`src/rtl/dws_pkg.sv`:
```
`timescale 1ns / 1ps
// ----------------------------------------------------------------------------
// dws_pkg: shared types and constants for the delay window search block
// Tap width, configuration register indexes and the structs that travel
// between the tracker and the top level.
// ----------------------------------------------------------------------------
package dws_pkg;

    localparam int TAP_BITS = 6;
    localparam int CFG_IDX_BITS = 2;
    localparam int CFG_DATA_BITS = TAP_BITS;

    typedef logic [TAP_BITS-1:0] tap_t;

    // A window wider than this many taps is considered comfortable.
    localparam logic signed [TAP_BITS:0] WIDE_LIMIT = (TAP_BITS + 1)'(3);
    localparam tap_t DEFAULT_DELAY_RESET = TAP_BITS'(12);

    typedef enum logic [CFG_IDX_BITS-1:0] {
        REG_SEARCH_MODE       = 2'd0,
        REG_DEFAULT_DELAY     = 2'd1,
        REG_ZERO_USES_DEFAULT = 2'd2
    } cfg_reg_t;

    typedef enum logic {
        MODE_WIDEST = 1'b0,
        MODE_FIRST  = 1'b1
    } search_mode_t;

    typedef struct packed {
        search_mode_t search_mode;
        tap_t         default_delay;
        logic         zero_uses_default;
    } cfg_t;

    typedef struct packed {
        tap_t tap;
        logic passed;
        logic sweep_end;
    } probe_t;

    typedef struct packed {
        tap_t chosen_tap;
        tap_t window_low;
        tap_t window_high;
        logic window_found;
        logic window_wide;
    } result_t;

endpackage

```
`src/rtl/dws_if.sv`:
```
`timescale 1ns / 1ps
// ----------------------------------------------------------------------------
// dws_if: item channels of the delay window search block
// One channel carries probe items in, the other carries sweep results out.
// ----------------------------------------------------------------------------
interface dws_probe_if
    import dws_pkg::*;
();
    logic valid;
    logic ready;
    tap_t tap;
    logic passed;
    logic sweep_end;

    modport source (output valid, output tap, output passed, output sweep_end, input ready);
    modport sink (input valid, input tap, input passed, input sweep_end, output ready);
endinterface

interface dws_result_if
    import dws_pkg::*;
();
    logic valid;
    logic ready;
    tap_t chosen_tap;
    tap_t window_low;
    tap_t window_high;
    logic window_found;
    logic window_wide;

    modport source (output valid, output chosen_tap, output window_low, output window_high,
                    output window_found, output window_wide, input ready);
    modport sink (input valid, input chosen_tap, input window_low, input window_high,
                  input window_found, input window_wide, output ready);
endinterface

```
`src/rtl/dws_tracker.sv`:
```
`timescale 1ns / 1ps
// ----------------------------------------------------------------------------
// dws_tracker: passing-run tracker and window selection
// Holds the open run and the kept window, updates them for one probe per
// enabled cycle and forms the sweep result on the last probe.
// ----------------------------------------------------------------------------
module dws_tracker
    import dws_pkg::*;
(
    input  logic    clk,
    input  logic    rst_n,
    input  logic    en,
    input  probe_t  probe,
    input  cfg_t    cfg,
    output result_t result
);

    tap_t run_start_reg, run_start_next;
    tap_t run_stop_reg, run_stop_next;
    logic run_open_reg, run_open_next;
    tap_t best_start_reg, best_start_next;
    tap_t best_stop_reg, best_stop_next;
    logic best_valid_reg, best_valid_next;
    logic first_closed_reg, first_closed_next;

    logic                      skip;
    logic                      ro1;
    tap_t                      rs1;
    tap_t                      rp1;
    logic                      close_now;
    logic signed [TAP_BITS:0]  run_width;
    logic signed [TAP_BITS:0]  best_width;
    logic signed [TAP_BITS:0]  kept_width;
    tap_t                      bs2;
    tap_t                      bp2;
    logic                      bv2;
    logic                      fc2;
    logic [TAP_BITS:0]         tap_sum;
    tap_t                      midpoint;

    always_comb
    begin
        // In first mode, nothing moves once the first run has closed.
        skip = (cfg.search_mode == MODE_FIRST) && first_closed_reg;

        ro1 = run_open_reg;
        rs1 = run_start_reg;
        rp1 = run_stop_reg;
        if (!skip && probe.passed)
        begin
            ro1 = 1'b1;
            rs1 = run_open_reg ? run_start_reg : probe.tap;
            rp1 = probe.tap;
        end

        // A failing probe or the end of the sweep closes an open run.
        close_now = ro1 && (probe.sweep_end || (!skip && !probe.passed));

        run_width  = $signed({1'b0, rp1}) - $signed({1'b0, rs1});
        best_width = best_valid_reg
                   ? $signed({1'b0, best_stop_reg}) - $signed({1'b0, best_start_reg})
                   : '0;

        bs2 = best_start_reg;
        bp2 = best_stop_reg;
        bv2 = best_valid_reg;
        fc2 = first_closed_reg;
        if (close_now)
        begin
            if (cfg.search_mode == MODE_FIRST)
            begin
                if (!first_closed_reg)
                begin
                    bs2 = rs1;
                    bp2 = rp1;
                    bv2 = 1'b1;
                    fc2 = 1'b1;
                end
            end
            else if (run_width > best_width)
            begin
                bs2 = rs1;
                bp2 = rp1;
                bv2 = 1'b1;
            end
        end

        kept_width = $signed({1'b0, bp2}) - $signed({1'b0, bs2});
        tap_sum    = {1'b0, bs2} + {1'b0, bp2};
        midpoint   = tap_sum[TAP_BITS:1];

        if (bv2)
        begin
            result.window_low   = bs2;
            result.window_high  = bp2;
            result.window_found = 1'b1;
            result.window_wide  = kept_width > WIDE_LIMIT;
            result.chosen_tap   = (midpoint == '0 && cfg.zero_uses_default)
                                ? cfg.default_delay : midpoint;
        end
        else
        begin
            result.window_low   = '0;
            result.window_high  = '0;
            result.window_found = 1'b0;
            result.window_wide  = 1'b0;
            result.chosen_tap   = cfg.default_delay;
        end

        run_start_next    = run_start_reg;
        run_stop_next     = run_stop_reg;
        run_open_next     = run_open_reg;
        best_start_next   = best_start_reg;
        best_stop_next    = best_stop_reg;
        best_valid_next   = best_valid_reg;
        first_closed_next = first_closed_reg;
        if (en)
        begin
            if (probe.sweep_end)
            begin
                // The sweep is reported; start the next one from scratch.
                run_start_next    = '0;
                run_stop_next     = '0;
                run_open_next     = 1'b0;
                best_start_next   = '0;
                best_stop_next    = '0;
                best_valid_next   = 1'b0;
                first_closed_next = 1'b0;
            end
            else
            begin
                run_start_next    = rs1;
                run_stop_next     = rp1;
                run_open_next     = ro1 && !close_now;
                best_start_next   = bs2;
                best_stop_next    = bp2;
                best_valid_next   = bv2;
                first_closed_next = fc2;
            end
        end
    end

    always_ff @(posedge clk or negedge rst_n)
    begin
        if (!rst_n)
        begin
            run_start_reg    <= '0;
            run_stop_reg     <= '0;
            run_open_reg     <= 1'b0;
            best_start_reg   <= '0;
            best_stop_reg    <= '0;
            best_valid_reg   <= 1'b0;
            first_closed_reg <= 1'b0;
        end
        else
        begin
            run_start_reg    <= run_start_next;
            run_stop_reg     <= run_stop_next;
            run_open_reg     <= run_open_next;
            best_start_reg   <= best_start_next;
            best_stop_reg    <= best_stop_next;
            best_valid_reg   <= best_valid_next;
            first_closed_reg <= first_closed_next;
        end
    end

    a_sweep_clears: assert property (@(posedge clk) disable iff (!rst_n)
        en && probe.sweep_end |=> !run_open_reg && !best_valid_reg && !first_closed_reg)
        else $error("tracking state not cleared after sweep end");

    a_empty_best_zero: assert property (@(posedge clk) disable iff (!rst_n)
        !best_valid_reg |-> best_start_reg == '0 && best_stop_reg == '0)
        else $error("empty kept window does not read as zero");

    a_first_has_best: assert property (@(posedge clk) disable iff (!rst_n)
        first_closed_reg |-> best_valid_reg)
        else $error("first run closed without a kept window");

    a_hold_when_idle: assert property (@(posedge clk) disable iff (!rst_n)
        !en |=> $stable(best_valid_reg) && $stable(run_open_reg))
        else $error("tracking state moved without a probe");

endmodule

```
`src/rtl/delay_window_search.sv`:
```
`timescale 1ns / 1ps
// ----------------------------------------------------------------------------
// delay_window_search: receive-delay calibration window tracker
// Tracks runs of passing delay taps over a sweep and reports the kept
// window, its midpoint tap and a width flag on the last probe.
// ----------------------------------------------------------------------------
// The block takes one probe item per clock cycle, unless a sweep end stalls
// as described below, and sends one result item per sweep, offered from the
// output register once the sweep-end probe leaves the input register.
// Each probe is registered at the input, then the run tracker updates its
// few state registers and, on the sweep end, loads the output register; the
// whole update is one short compare-and-select path between those two
// registers. Because the output register is separate, probes keep flowing
// while a result waits to be taken; only a second sweep end stalls behind an
// untaken result. Configuration registers (search mode, default delay and
// zero replacement) are written through cfg_we, cfg_index and cfg_data and
// should be changed only while no probe item is held in the input register;
// a change between two probes of a sweep applies to the probes after it. In
// widest mode the kept window is the widest run of passing taps (strictly
// wider replaces); in first mode it is the first run. A run still open at
// the sweep end is closed and counts. With no window the chosen tap is the
// default delay.
// ----------------------------------------------------------------------------
module delay_window_search
    import dws_pkg::*;
(
    input  logic                     clk,
    input  logic                     rst_n,
    dws_probe_if.sink                probe,
    dws_result_if.source             result,
    input  logic                     cfg_we,
    input  logic [CFG_IDX_BITS-1:0]  cfg_index,
    input  logic [CFG_DATA_BITS-1:0] cfg_data
);

    cfg_t    cfg_reg, cfg_next;
    logic    in_valid_reg, in_valid_next;
    probe_t  in_item_reg, in_item_next;
    logic    out_valid_reg, out_valid_next;
    result_t out_item_reg, out_item_next;
    result_t sweep_result;
    logic    advance;

    // The registered probe moves into the tracker unless it ends a sweep
    // and the previous result is still waiting at the output.
    assign advance = in_valid_reg
                   && (!in_item_reg.sweep_end || !out_valid_reg || result.ready);
    assign probe.ready = !in_valid_reg || advance;

    always_comb
    begin
        cfg_next = cfg_reg;
        if (cfg_we)
        begin
            case (cfg_reg_t'(cfg_index))
                REG_SEARCH_MODE:       cfg_next.search_mode = search_mode_t'(cfg_data[0]);
                REG_DEFAULT_DELAY:     cfg_next.default_delay = cfg_data[TAP_BITS-1:0];
                REG_ZERO_USES_DEFAULT: cfg_next.zero_uses_default = cfg_data[0];
                default:               cfg_next = cfg_reg;
            endcase
        end
    end

    always_comb
    begin
        in_valid_next = in_valid_reg;
        in_item_next  = in_item_reg;
        if (probe.ready)
        begin
            in_valid_next = probe.valid;
            in_item_next  = '{tap: probe.tap, passed: probe.passed,
                              sweep_end: probe.sweep_end};
        end

        out_valid_next = out_valid_reg && !result.ready;
        out_item_next  = out_item_reg;
        if (advance && in_item_reg.sweep_end)
        begin
            out_valid_next = 1'b1;
            out_item_next  = sweep_result;
        end
    end

    dws_tracker u_tracker (
        .clk    (clk),
        .rst_n  (rst_n),
        .en     (advance),
        .probe  (in_item_reg),
        .cfg    (cfg_reg),
        .result (sweep_result)
    );

    always_ff @(posedge clk or negedge rst_n)
    begin
        if (!rst_n)
        begin
            cfg_reg       <= '{search_mode: MODE_WIDEST,
                               default_delay: DEFAULT_DELAY_RESET,
                               zero_uses_default: 1'b0};
            in_valid_reg  <= 1'b0;
            out_valid_reg <= 1'b0;
        end
        else
        begin
            cfg_reg       <= cfg_next;
            in_valid_reg  <= in_valid_next;
            out_valid_reg <= out_valid_next;
        end
    end

    // Payload registers carry no reset.
    always_ff @(posedge clk)
    begin
        in_item_reg  <= in_item_next;
        out_item_reg <= out_item_next;
    end

    assign result.valid        = out_valid_reg;
    assign result.chosen_tap   = out_item_reg.chosen_tap;
    assign result.window_low   = out_item_reg.window_low;
    assign result.window_high  = out_item_reg.window_high;
    assign result.window_found = out_item_reg.window_found;
    assign result.window_wide  = out_item_reg.window_wide;

    a_no_window_zero: assert property (@(posedge clk) disable iff (!rst_n)
        out_valid_reg && !out_item_reg.window_found
        |-> out_item_reg.window_low == '0 && out_item_reg.window_high == '0
            && !out_item_reg.window_wide)
        else $error("result without a window carries window data");

    a_sweep_end_loads: assert property (@(posedge clk) disable iff (!rst_n)
        advance && in_item_reg.sweep_end |=> out_valid_reg)
        else $error("sweep end did not produce a result");

    a_no_overwrite: assert property (@(posedge clk) disable iff (!rst_n)
        out_valid_reg && !result.ready |-> !(advance && in_item_reg.sweep_end))
        else $error("pending result overwritten");

endmodule

```
`src/flat_wrapper.sv`:
```
// flat-port wrapper written by rule: the top's interface ports become plain ports
module delay_window_search_flat import dws_pkg::*;
  (clk, rst_n, cfg_we, cfg_index, cfg_data, probe_valid, probe_tap, probe_passed, probe_sweep_end, probe_ready, result_valid, result_chosen_tap, result_window_low, result_window_high, result_window_found, result_window_wide, result_ready);
  dws_probe_if probe_i ();
  dws_result_if result_i ();
  input  logic clk;
  input  logic rst_n;
  input  logic cfg_we;
  input  logic [CFG_IDX_BITS-1:0] cfg_index;
  input  logic [CFG_DATA_BITS-1:0] cfg_data;
  input wire logic [$bits(probe_i.valid)-1:0] probe_valid;
  input wire logic [$bits(probe_i.tap)-1:0] probe_tap;
  input wire logic [$bits(probe_i.passed)-1:0] probe_passed;
  input wire logic [$bits(probe_i.sweep_end)-1:0] probe_sweep_end;
  output wire logic [$bits(probe_i.ready)-1:0] probe_ready;
  output wire logic [$bits(result_i.valid)-1:0] result_valid;
  output wire logic [$bits(result_i.chosen_tap)-1:0] result_chosen_tap;
  output wire logic [$bits(result_i.window_low)-1:0] result_window_low;
  output wire logic [$bits(result_i.window_high)-1:0] result_window_high;
  output wire logic [$bits(result_i.window_found)-1:0] result_window_found;
  output wire logic [$bits(result_i.window_wide)-1:0] result_window_wide;
  input wire logic [$bits(result_i.ready)-1:0] result_ready;
  assign probe_i.valid = probe_valid;
  assign probe_i.tap = probe_tap;
  assign probe_i.passed = probe_passed;
  assign probe_i.sweep_end = probe_sweep_end;
  assign probe_ready = probe_i.ready;
  assign result_valid = result_i.valid;
  assign result_chosen_tap = result_i.chosen_tap;
  assign result_window_low = result_i.window_low;
  assign result_window_high = result_i.window_high;
  assign result_window_found = result_i.window_found;
  assign result_window_wide = result_i.window_wide;
  assign result_i.ready = result_ready;
  delay_window_search u_core (.clk(clk), .rst_n(rst_n), .probe(probe_i), .result(result_i), .cfg_we(cfg_we), .cfg_index(cfg_index), .cfg_data(cfg_data));
endmodule
```
`config.mk`:
```
export PLATFORM = sky130hd
export DESIGN_NAME = delay_window_search_flat
export DESIGN_NICKNAME = d
export VERILOG_FILES = /design/src/rtl/dws_pkg.sv /design/src/rtl/dws_if.sv /design/src/rtl/dws_tracker.sv /design/src/rtl/delay_window_search.sv /design/src/flat_wrapper.sv
export SDC_FILE = /design/constraint.sdc
export NUM_CORES = 1
export LEC_CHECK = 0
export ABC_AREA = 1
export BUFFER_PORTS_ARGS = -buffer_cell sky130_fd_sc_hd__buf_2
export CAP_MARGIN = 25
export CORE_AREA = 2 2 129 131
export DETAILED_ROUTE_END_ITERATION = 10
export DIE_AREA = 0 0 131 133
export RECOVER_POWER = 25
export SYNTH_ARGS = -nofsm -noshare
export SYNTH_HDL_FRONTEND = slang
export SYNTH_HIERARCHICAL = 1
export SYNTH_SLANG_ARGS = --single-unit
```
`constraint.sdc`:
```
create_clock -name clk -period 4.9 [get_ports clk]
set_clock_uncertainty 0.15 [all_clocks]
set_input_delay 0 -clock clk [delete_from_list [all_inputs] [get_ports clk]]
set_output_delay 0 -clock clk [all_outputs]
set_load 0.01 [all_outputs]
```
# --- After elaboration in Yosys (flattened, before gate mapping) ---
# Index checks and enable logic that the tools add are counted.
word_totals:
  reg_bits: 65
  latchBits: 0
  ram_bits: 0
  mem_bits_ro: 0
  input_bits: 21
  out_inout_bits: 22
  n_memories: 0
classes:
  add_sub_neg: 4
  multipliers: 0
  div_mod_pow: 0
  n_lt_le_gt_ge: 2
  n_eq_ne: 2
  n_shift: 0
  n_mux: 29
  bitwise: 0
  n_reduce_logical: 28
ops:
  columns: ["operator", "count"]
  rows:
  - ["$mux W6", 16]
  - ["$sub A6 B6 Y7", 3]
  - ["$mux W20", 1]
  - ["$mux W1", 11]
  - ["$logic_and A1 B1 Y1", 9]
  - ["$add A6 B6 Y7", 1]
  - ["$gt A7 B3 Y1 const B", 1]
  - ["$gt A7 B7 Y1", 1]
  - ["$logic_not A1 Y1", 7]
  - ["$mux W7", 1]
  - ["$logic_not A6 Y1", 1]
  - ["$reduce_and A2 Y1", 3]
  - ["$logic_or A1 B1 Y1", 4]
  - ["$reduce_bool A2 Y1", 2]
  - ["$reduce_and A3 Y1", 1]
  - ["$eq A2 B1 Y1 const B", 1]
  - ["$eq A2 B2 Y1 const B", 1]
  - ["$logic_not A2 Y1", 1]

# --- Longest topological paths before layout ---
# Gate-level depths: netlist of the first run.
depth:
  ltp_word: 14
  mapped_depth: 38
  depth_no_buf: 35

# --- By module ---
# Netlist of the first run, hierarchy kept.
modules_own_cells:
  columns: ["module", "instances", "cells_each", "area_each_um2"]
  rows:
  - ["dws_tracker", 1, 525, 3412.0]
  - ["delay_window_search", 1, 80, 1295.0]

# --- Least setup slack after synthesis of the first run ---
# Ideal clock, no wire load.
synth_path:
  path_type: "reg-to-reg"
  start: "register u_core/cfg_reg[7] in the netlist's numbering"
  end: "register u_core.out_item_reg (netlist bit u_core/result.chosen_tap[0]), data pin"
  setup_time_ps: 130
  arrival_time_ps: 4637
  required_ps: 4620
  slack_ps: -17
  stages_incl_launch_ff: 36
  path_buffers: 3
  cell_sequence: "dfrtp_1 > buf_6 > nand2_8 > nand2_8 > buf_6 > nand2_1 > nand2_1 > inv_1 > ha_1 > fa_1 > o21ai_1 > a21boi_0 > ha_1 > nand2_2 > inv_2 > a21oi_2 > nand2_1 > nand2_2 > buf_2 > nand4_1 > nand2_1 > nand2_1 > nand2_1 > ha_1 > inv_1 > fa_1 > nand3b_1 > nand2_1 > nand2_1 > nand2_1 > nand3b_1 > nor2_2 > nand3_1 > nand2_1 > nand2_1 > nand2_1"
synth_rtl:
  columns: ["item", "line_no", "text"]
  rows:
  - ["from (decl)", "delay_window_search.sv:36", "cfg_t cfg_reg, cfg_next;"]
  - ["from (signal assigned)", "delay_window_search.sv:97", "cfg_reg <= '{search_mode: MODE_WIDEST,"]
  - ["from (signal assigned)", "delay_window_search.sv:105", "cfg_reg <= cfg_next;"]
  - ["to (signal assigned)", "delay_window_search.sv:115", "out_item_reg <= out_item_next;"]
  - ["to (decl)", "delay_window_search.sv:40", "result_t out_item_reg, out_item_next;"]

==> out/results.tsv, run 1 <==
stage	metric	value	unit
finish	seq_area	1770	µm²
job	drv_cap	1	
routing	post-route-drc-count	0	
pwr	power	3.32	mW
pwr	intPower	1.89	mW
status	status	finished, violations left	
clock_network	cts_num_sinks	65	
critical_path	path_class	register to register	
finish	fillers	1604	
grt	grt_usage	0.151	
floorplanning	die_area	17400	µm²
pwr	clkPwrFrac	0.203	
yosys	netlist.top_cell.by_area	dfrtp_1	
routing	avgRoutedWirePerCell	13.3	µm
yosys	synth-edff-count	28	
finish	n_antenna_cell	0	
min_path	min_path_cells	2	
yosys	async_flop_share	0.569	
yosys	synth.distinct_cells	41	
floorplanning	rows	47	
sta	finalSetupTns	-1.22	ps
yosys	synthCells	605	
finish	instances_no_fill	957	
floorplanning	fp.dieH	133	µm
floorplanning	ios	43	
critical_path	crit_path_top_delay_cell	edfxtp_1	
yosys	synth_common_cells	nand2_1 (187), inv_1 (80), dfrtp_1 (35)	
clock_network	cts_tree	built	
clock_network	htreeDepth	3	
yosys	avgSynthCellArea	7.78	µm²
pwr	irDropWorstVdd	0.000203	V
sta	final.setup.worst_slack	-1.22	ps
yosys	ys_warn_count	6	
critical_path	worstPathRequired	4950	ps
critical_path	cp_common_cell	nand2_1	
clock_network	path_clk_slew	60	ps
grt	grt_pass1_wl	20800	µm
yosys	synth_area_leaders	dfrtp_1 (19%), edfxtp_1 (18%), nand2_1 (15%), ha_1 (8.2%), inv_1 (6.4%)	
sta	setup_viol	1	
routing	vias	4338	
yosys	netlist_area	4710	µm²
grt	gr-total-overflow	0	
grt	grt_max_degree	38	
yosys	synth-seq-cells	65	
sta	period_minus_slack	4900	ps
pwr	powerDensity	515	nW/µm²
routing	viasPerCell	4.53	
min_path	hp-class	input port to register	
floorplanning	die_x	131	µm
sta	rsz0062_at_grt	yes	
critical_path	arrival	4960	ps
sta	finalCritPeriodShare	1.00	
yosys	yosysTopAreaCellShare	0.186	
clock_network	cts-root-buf	clkbuf_16	
critical_path	critical_path_peak_fanout	6	
clock_network	clk_latency	340	ps
sta	worstMarginPinSlew	2170	ps
finish	area_growth	36.9	%
routing	dr.pass1.iters	5	
clock_network	cts_buffer_depth	2	
pwr	combPwrFrac	0.577	
status	violations	max-capacitance violations, max-slew violations, negative setup slack	
critical_path	reg2reg_depth	32	
finish	multi_input_area	2710	µm²
routing	wl	12800	µm
finish	finalNetCount	788	
clock_network	numCtsBuffers	9	
sta	relSlewSlack	-0.449	
yosys	syn_nets	661	
sta	drv_slew	38	
placement	port_buffers	42	
placement	dpl.hpwl	8840	µm
yosys	synth_flop_cell	dfrtp_1	
sta	fmax	204	MHz
sta	hold_viol_final	0	
critical_path	cp-end-kind	register	
yosys	ys_seq_area_frac	0.376	
pwr	cellLeakagePower	3.03	nW
floorplanning	coreArea	16200	µm²
routing	drtIter0Drc	220	
yosys	synthMostInstantiatedCell	nand2_1	
placement	dp.cells	898	
grt	antenna_found_initial	0	
pwr	seqPwrFrac	0.220	
critical_path	slowest_delay	530	ps
finish	drive_above_1_share	0.280	
placement	gp_congestion	0.863	
floorplanning	start_util	0.291	
critical_path	startpoint_type	register	
grt	grt_pass1_vias	4268	
pwr	switchingPower	1.43	mW
pwr	switching_share	0.431	
routing	detail-route-antenna-nets	0	
==> area by class of cell <==
class / instances / area share
Clock buffer: 9 / 0.0349
Clock inverter: 7 / 0.0122
Inverter: 92 / 0.0551
Multi-Input combinational cell: 428 / 0.421
Sequential cell: 65 / 0.275
Tap cell: 220 / 0.0427
Timing Repair Buffer: 136 / 0.159
==> layout by cell type, fill, tap and decap left out, types with 6 or more instances in the layout <==
cell type	synthesis	routed
nand3_1	23	20
dlygate4sd3_1	0	35
a21oi_1	18	15
inv_2	10	16
clkbuf_1	7	22
clkbuf_16	0	9
nand4_1	23	23
nand2_1	187	175
inv_1	80	74
nand2_2	28	35
a21oi_2	4	6
o21ai_0	10	9
edfxtp_1	28	28
nand2_4	4	10
ha_1	31	21
nor2_1	24	24
buf_4	3	51
o22ai_1	19	19
buf_2	6	20
dfrtp_1	35	33
o21ai_1	7	6
ha_4	0	9
==> layer usage <==
metal  track usage  routed length, µm  vias to the layer above
met5             0                  0                        -
met4        0.0538                230                        0
met3        0.0247                452                       16
met2         0.233               6000                       92
met1         0.212               6090                     2024
li1              -                  -                     2206
==> cell families after synthesis <==
logic type | synth area share
buffers and inverters | 0.104
XOR/XNOR | 0.0149
AO/OA/AOI/OAI | 0.0957
flip-flops | 0.376
adder cells (fa/ha/maj) | 0.0994
AND/OR/NAND/NOR | 0.310
==> critical path: cells and delay by family (launching register included) <==
kind / cells / cell delay, ps
buffers and inverters: 4 / 370
and+or+nand+nor: 21 / 2240
AOI/OAI and AO/OA: 2 / 310
DFF: 1 / 530
adders and majority gates: 4 / 1040
xor gates and xnor gates: 1 / 140
==> worst paths after layout <==
kind,start,to,slack (ps)
worst max-delay path,u_core/in_item_reg[1],u_core/result.chosen_tap[5],-1
worst min-delay path,probe_tap[1],u_core/in_item_reg[3],220
worst max register to register,u_core/in_item_reg[1],u_core/result.chosen_tap[5],-1
worst min register to register,u_core/u_tracker/best_stop_reg[0],u_core/u_tracker/best_stop_reg[0],370
max in group asynchronous,rst_n,u_core/u_tracker/first_closed_reg,2500
min in group asynchronous,rst_n,u_core/u_tracker/run_start_reg[1],680
==> repair_timing <==
action                                  in CTS  in global routing
hold buffers                                35                  0
cloned                                       0                  1
setup buffers                                1                  6
resized for setup                           20                 46
endpoints found under the setup margin       7                  7
hold endpoints to repair                    53                  0
pin swaps                                    7                 13
==> metrics by stage <==
step                      setup slack (ps)  instance area (µm²)  hold WS (ps)   util
after floorplan                       7.40                 4710          -446      -
after global placement                -164                 5470          27.4  0.338
after detailed placement              -203                 5470          28.1  0.338
after CTS                             2.09                 6210           206  0.384
after global routing                  -317                 6440           224  0.399
final                                -1.22                 6440           220  0.399
==> power groups by stage <==
stage	Clock (mW)	Sequential [mW]	Combinational, mW
6_report	0.674	0.732	1.92
5_1_grt	0.707	0.742	2.13
4_1_cts	0.683	0.729	1.74
3_5_place_dp	0	0.738	1.63
2_1_floorplan	0	0.733	1.14
3_3_place_gp	0	0.738	1.62
No activity file was read; power rests on OpenSTA's default activity.
==> run 2, diff against run 1 <==
SETUP_SLACK_MARGIN = 0.02   (was default)
==> run 2 against run 1 <==
- the run ends with max-capacitance violations, max-slew violations left
- cell count grew 1.6%
- via count grew 3.1%
- core utilization grew 1.4 points
- combinational power grew 9%
- global-route usage grew 0.18 points
- sequential power is essentially flat
- worst setup slack gained 99 ps
- clock power grew 15%
- largest cell class unchanged
- highest routed layer unchanged
==> out/results.tsv, run 2 (synthesis results as in run 1) <==
stage	metric	value	unit	change
critical_path	crit_path_top_delay_cell	dfrtp_2		
grt	grt_max_degree	38		unchanged
sta	period_minus_slack	4800	ps	-98.7 ps
routing	avgRoutedWirePerCell	13.5	µm	+1.1%
routing	wl_met2	6210	µm	+3.6%
floorplanning	start_util	0.291		unchanged
critical_path	critical_path_peak_fanout	11		+5
min_path	hold_start	probe_tap[1]		
critical_path	regToRegStartpoint	u_core/cfg_reg[7]		
clock_network	cts_buffer_depth	2		unchanged
sta	final.setup.worst_slack	97.4	ps	+98.7 ps
status	violations	max-capacitance violations, max-slew violations		
placement	dpl.hpwl	9010	µm	+1.9%
placement	place_ws	-143	ps	+60.1 ps
placement	gp_congestion	0.860		-0.29%
sta	drv_slew	38		unchanged
pwr	clkPwrFrac	0.215		+0.012
sta	hold_viol_final	0		unchanged
placement	place_area	5540	µm²	+1.3%
critical_path	worstPathRequired	4960	ps	about the same
finish	drive_above_1_share	0.314		+0.0343
critical_path	path_class	register to register		
grt	grt_usage	0.153		+0.00181
pwr	switchingPower	1.48	mW	+3.2%
floorplanning	die_x	131	µm	unchanged
sta	fmax	208	MHz	+2.1%
routing	detail-route-antenna-nets	0		unchanged
sta	relSlewSlack	-0.431		+0.0175
routing	viasPerCell	4.60		+1.5%
grt	gr-total-overflow	0		unchanged
floorplanning	die_area	17400	µm²	unchanged
floorplanning	rows	47		unchanged
routing	post-route-drc-count	0		unchanged
pwr	combPwrFrac	0.581		+0.004
finish	fin_area	6680	µm²	+3.6%
clock_network	htreeDepth	3		unchanged
clock_network	cts-root-buf	clkbuf_16		
finish	area_growth	41.8	%	
min_path	hp-class	input port to register		
floorplanning	fp.dieH	133	µm	unchanged
sta	setup_viol	0		-1
finish	fillers	1611		+0.44%
sta	finalCritPeriodShare	0.980		-0.0201
grt	antenna_found_initial	0		unchanged
grt	grt_pass1_wl	20900	µm	+0.73%
sta	worstMarginPinSlew	2150	ps	-26.2 ps
routing	wl	13100	µm	+2.7%
clock_network	path_clk_slew	60	ps	about the same
pwr	seqPwrFrac	0.204		-0.016
job	drv_cap	1		unchanged
routing	wl_met3	501	µm	+11%
critical_path	slowest_delay	440	ps	-90 ps
routing	drtIter0Drc	217		-1.4%
sta	rsz0062_at_grt	yes		
routing	wl_met1	6030	µm	-0.95%
clock_network	cts_num_sinks	65		unchanged
critical_path	arrival	4860	ps	-100 ps
status	status	finished, violations left		
placement	port_buffers	42		unchanged
pwr	cellLeakagePower	3.13	nW	+3.3%
floorplanning	coreArea	16200	µm²	unchanged
routing	top_layer_used	met4		
routing	vias	4473		+3.1%
critical_path	startpoint_type	register		
sta	whs	216	ps	-3.75 ps
pwr	intPower	2.12	mW	+12%
routing	dr.pass1.iters	5		unchanged
pwr	powerDensity	539	nW/µm²	+4.6%
pwr	irDropWorstVdd	0.000236	V	+16%
clock_network	numCtsBuffers	9		unchanged
sta	finalSetupTns	0	ps	+1.22 ps
clock_network	cts_tree	built		
finish	final_common_cell	nand2_1		
finish	final_cell_mix	nand2_1 (169), inv_1 (72), buf_4 (68), nand2_2 (41), dlygate4sd3_1 (35)		
critical_path	cp_common_cell	nand2_1		
floorplanning	ios	43		unchanged
grt	grt_pass1_vias	4288		+0.47%
clock_network	clk_latency	340	ps	about the same
finish	finalNetCount	803		+1.9%
pwr	switching_share	0.411		-0.0203
critical_path	cp-end-kind	register		
finish	n_antenna_cell	0		unchanged
critical_path	startpoint	u_core/cfg_reg[7]		
run 2: area by class of cell:
cell class / instances / area, µm² / area share
clock inverter: 4 / 98.8 / 0.0148
multi-input combinational: 428 / 2800 / 0.419
clock buffer: 12 / 256 / 0.0384
tap: 220 / 275 / 0.0412
sequential: 65 / 1770 / 0.265
inverter: 92 / 355 / 0.0532
timing repair buffer: 151 / 1120 / 0.168
run 2: power by group through the flow:
stage	Clock [mW]	Combinational, mW	Sequential (mW)
global route	0.815	2.30	0.744
CTS	0.789	1.81	0.729
finish	0.773	2.09	0.735
floorplan	0	1.14	0.733
detailed placement	0	1.67	0.738
global placement	0	1.66	0.738
run 2: final timing paths:
| kind | slack, ps | endpoint | cells past startpoint |
|---|---|---|---|
| worst max-delay path | 100 | u_core/result.chosen_tap[3] | 33 |
| worst min-delay path | 220 | u_core/in_item_reg[3] | 2 |
| worst max register to register | 100 | u_core/result.chosen_tap[3] | 33 |
| worst min register to register | 380 | u_core/u_tracker/best_start_reg[2] | 2 |
| max in group asynchronous | 2530 | u_core/u_tracker/first_closed_reg | 2 |
| min in group asynchronous | 680 | u_core/u_tracker/run_start_reg[1] | 2 |
run 2: worst max-delay path: cells and delay by family, from the launching register on:
kind	cells	cell delay (ps)
AOI/OAI and AO/OA	4	540
xor gates and xnor gates	1	160
adders and majority gates	4	990
buffers and inverters	3	390
DFF	1	440
and+or+nand+nor	21	1970
run 2: layer usage:
metal	track usage	vias to the layer above
met3	0.0230	25
met5	0	-
met1	0.209	2096
met2	0.238	111
li1	-	2241
met4	0.0668	0
run 2: metrics by stage:
stage                     instances  utilization  total power [mW]
after global placement          908        0.343              2.40
after global routing            972        0.413              3.86
after floorplan                 605            -              1.88
after detailed placement        908        0.343              2.40
final                           972        0.413              3.60
after CTS                       962        0.391              3.32
run 2: what timing repair did:
| item | 4_1_cts | 5_1_grt |
|---|---|---|
| endpoints found under the hold margin | 53 | 0 |
| setup buffers | 3 | 9 |
| gates cloned | 0 | 1 |
| hold buffers | 35 | 0 |
| pin swaps | 6 | 39 |
| setup endpoints to repair | 7 | 7 |
| gates resized for setup | 14 | 73 |
==> run 3, diff against run 2 <==
clock period = 4.15 ns   (was 4.9 ns; I/O delays follow)
==> run 3 against run 2 <==
- the run ends with max-capacitance violations, max-slew violations, negative setup slack left
- via count increased by 2.2%
- design area rose by 5.0%
- flip-flop and latch count unchanged
- wire length increased by 0.92%
- core utilization rose by 2.1 points
- global-route usage is 0.74 points higher
- clock-buffer cell count decreased by 3
- worst setup slack got worse by 740 ps
- maximum frequency up 0.19%
- critical path depth unchanged
- critical path type unchanged
- largest cell class unchanged
- largest power group unchanged
==> out/results.tsv, run 3 (synthesis results as in run 1) <==
stage	metric	value	unit	change
routing	vias	4570		+2.2%
min_path	hold_end	u_core/in_item_reg[2]		
min_path	min_path_cells	2		unchanged
min_path	hp-class	input port to register		
grt	grt_pass1_vias	4588		+7.0%
sta	setup_viol	7		+7
pwr	seqPwrFrac	0.195		-0.009
job	drv_cap	1		unchanged
placement	dpl.hpwl	9600	µm	+6.6%
critical_path	crit_family	simple AND/OR/NAND/NOR gates		
sta	final.setup.worst_slack	-643	ps	-741 ps
status	violations	max-capacitance violations, max-slew violations, negative setup slack		
finish	final_cell_mix	nand2_1 (171), buf_4 (121), inv_1 (74), nand2_2 (36), dlygate4sd3_1 (35)		
routing	detail-route-antenna-nets	0		unchanged
clock_network	cts_num_sinks	65		unchanged
critical_path	cp_common_cell	nand2_1		
pwr	cellLeakagePower	3.38	nW	+8.0%
placement	port_buffers	42		unchanged
pwr	switching_share	0.414		+0.00345
finish	n_antenna_cell	0		unchanged
clock_network	htreeDepth	3		unchanged
pwr	power	4.36	mW	+21%
floorplanning	die_area	17400	µm²	unchanged
finish	utilization	0.434		+0.0208
pwr	intPower	2.55	mW	+20%
critical_path	startpoint_type	register		
routing	viasPerCell	4.45		-3.3%
sta	hold_viol_final	0		unchanged
pwr	powerDensity	622	nW/µm²	+15%
critical_path	path_class	register to register		
floorplanning	rows	47		unchanged
sta	period_minus_slack	4790	ps	-9.27 ps
grt	grt_max_degree	38		unchanged
routing	drtIter0Drc	230		+6.0%
clock_network	cts-root-buf	clkbuf_16		
clock_network	numCtsBuffers	9		unchanged
critical_path	critical_path_peak_fanout	8		-3
clock_network	clk_latency	340	ps	about the same
routing	dr.pass1.iters	4		-1
sta	fmax	209	MHz	+0.19%
critical_path	worstPathRequired	4210	ps	-750 ps
floorplanning	start_util	0.291		unchanged
critical_path	crit_path_top_delay_cell	dfrtp_2		
placement	gp_congestion	0.880		+2.4%
grt	antenna_found_initial	0		unchanged
critical_path	cp-end-kind	register		
critical_path	startpoint	u_core/cfg_reg[7]		
critical_path	regToRegStartpoint	u_core/cfg_reg[7]		
floorplanning	ios	43		unchanged
critical_path	reg2reg_depth	33		unchanged
critical_path	slowest_delay	440	ps	about the same
routing	wl	13200	µm	+0.92%
status	status	finished, violations left		
pwr	clkPwrFrac	0.180		-0.035
floorplanning	fp.dieH	133	µm	unchanged
pwr	switchingPower	1.80	mW	+22%
sta	finalCritPeriodShare	1.16		+0.175
grt	gr-total-overflow	0		unchanged
floorplanning	coreArea	16200	µm²	unchanged
critical_path	arrival	4850	ps	about the same
sta	rsz0062_at_grt	yes		
finish	drive_above_1_share	0.358		+0.0443
pwr	irDropWorstVdd	0.000278	V	+18%
pwr	combPwrFrac	0.625		+0.044
critical_path	rr_endpoint	u_core/result.chosen_tap[5]		
clock_network	cts_tree	built		
finish	fillers	1616		+0.31%
routing	avgRoutedWirePerCell	12.9	µm	-4.5%
finish	finalNetCount	858		+6.8%
routing	post-route-drc-count	0		unchanged
min_path	hold_start	probe_tap[0]		
clock_network	cts_buffer_depth	2		unchanged
sta	worstMarginPinSlew	2190	ps	+45.9 ps
sta	relSlewSlack	-0.462		-0.0306
finish	final_common_cell	nand2_1		
grt	grt_pass1_wl	22100	µm	+5.7%
floorplanning	die_x	131	µm	unchanged
sta	drv_slew	38		unchanged
grt	grt_usage	0.160		+0.00738
finish	area_growth	49.0	%	
critical_path	reg2reg_slack	-640	ps	-740 ps
clock_network	path_clk_slew	60	ps	about the same
critical_path	path_buf_inv	3		unchanged
[run 3: cell types whose count changed in the layout (fill, tap and decap cells not counted), moves of 3 or more]
cell and delta:
nand2_2 -5, ha_4 -4, a21oi_2 +4, nand2_4 +3, buf_4 +53, clkinvlp_4 +3
a21oi_1 -3
[run 3: how the worst max path moves through the flow]
stage                     slack (ps)                     endpoint  cells past startpoint
after floorplan                 -440  u_core/result.chosen_tap[0]                     36
after global placement          -720  u_core/result.chosen_tap[0]                     35
after detailed placement        -800  u_core/result.chosen_tap[5]                     34
after CTS                       -650  u_core/result.chosen_tap[5]                     33
after global routing            -910  u_core/result.chosen_tap[5]                     33
final                           -640  u_core/result.chosen_tap[5]                     33
[run 3: area by class of cell]
class	count	area [µm²]	area share
repair buffers	205	1530	0.218
clock inverters	7	78.8	0.0112
clock buffers	9	225	0.0321
inverters	92	358	0.0510
flip-flops and latches	65	1770	0.253
multi-input cells	429	2770	0.396
well taps	220	275	0.0393
[run 3: metal layers]
| metal | share of wire | global-route usage | wire length [µm] |
|---|---|---|---|
| met5 | 0 | 0 | 0 |
| met4 | 0.014 | 0.0473 | 182 |
| met2 | 0.47 | 0.257 | 6250 |
| met3 | 0.037 | 0.0239 | 486 |
| met1 | 0.48 | 0.222 | 6320 |
[run 3: through the flow]
| stage | cells | hold slack, ps | instance area [µm²] | setup TNS [ps] | setup WS, ps |
|---|---|---|---|---|---|
| 2_1_floorplan | 605 | -446 | 4840 | -2950 | -440 |
| 3_3_place_gp | 957 | 21.4 | 6020 | -4980 | -723 |
| 3_5_place_dp | 957 | 28.1 | 6020 | -5390 | -799 |
| 4_1_cts | 1018 | 210 | 6830 | -4400 | -645 |
| 5_1_grt | 1027 | 215 | 7010 | -6070 | -907 |
| 6_report | 1027 | 220 | 7010 | -4200 | -643 |
[run 3: repair_timing]
action / CTS / global route
cloned: 2 / 0
hold endpoints to repair: 53 / 0
gates resized for setup: 16 / 41
pin swaps: 21 / 42
setup endpoints to repair: 7 / 8
setup buffers: 8 / 9
hold buffers: 35 / 0
[run 3: power groups by stage]
stage          clock network (mW)  logic, mW  registers, mW
2_1_floorplan                   0       1.45          0.866
3_3_place_gp                    0       2.29          0.857
3_5_place_dp                    0       2.30          0.859
4_1_cts                     0.799       2.48          0.848
5_1_grt                     0.833       3.00          0.860
6_report                    0.786       2.72          0.849
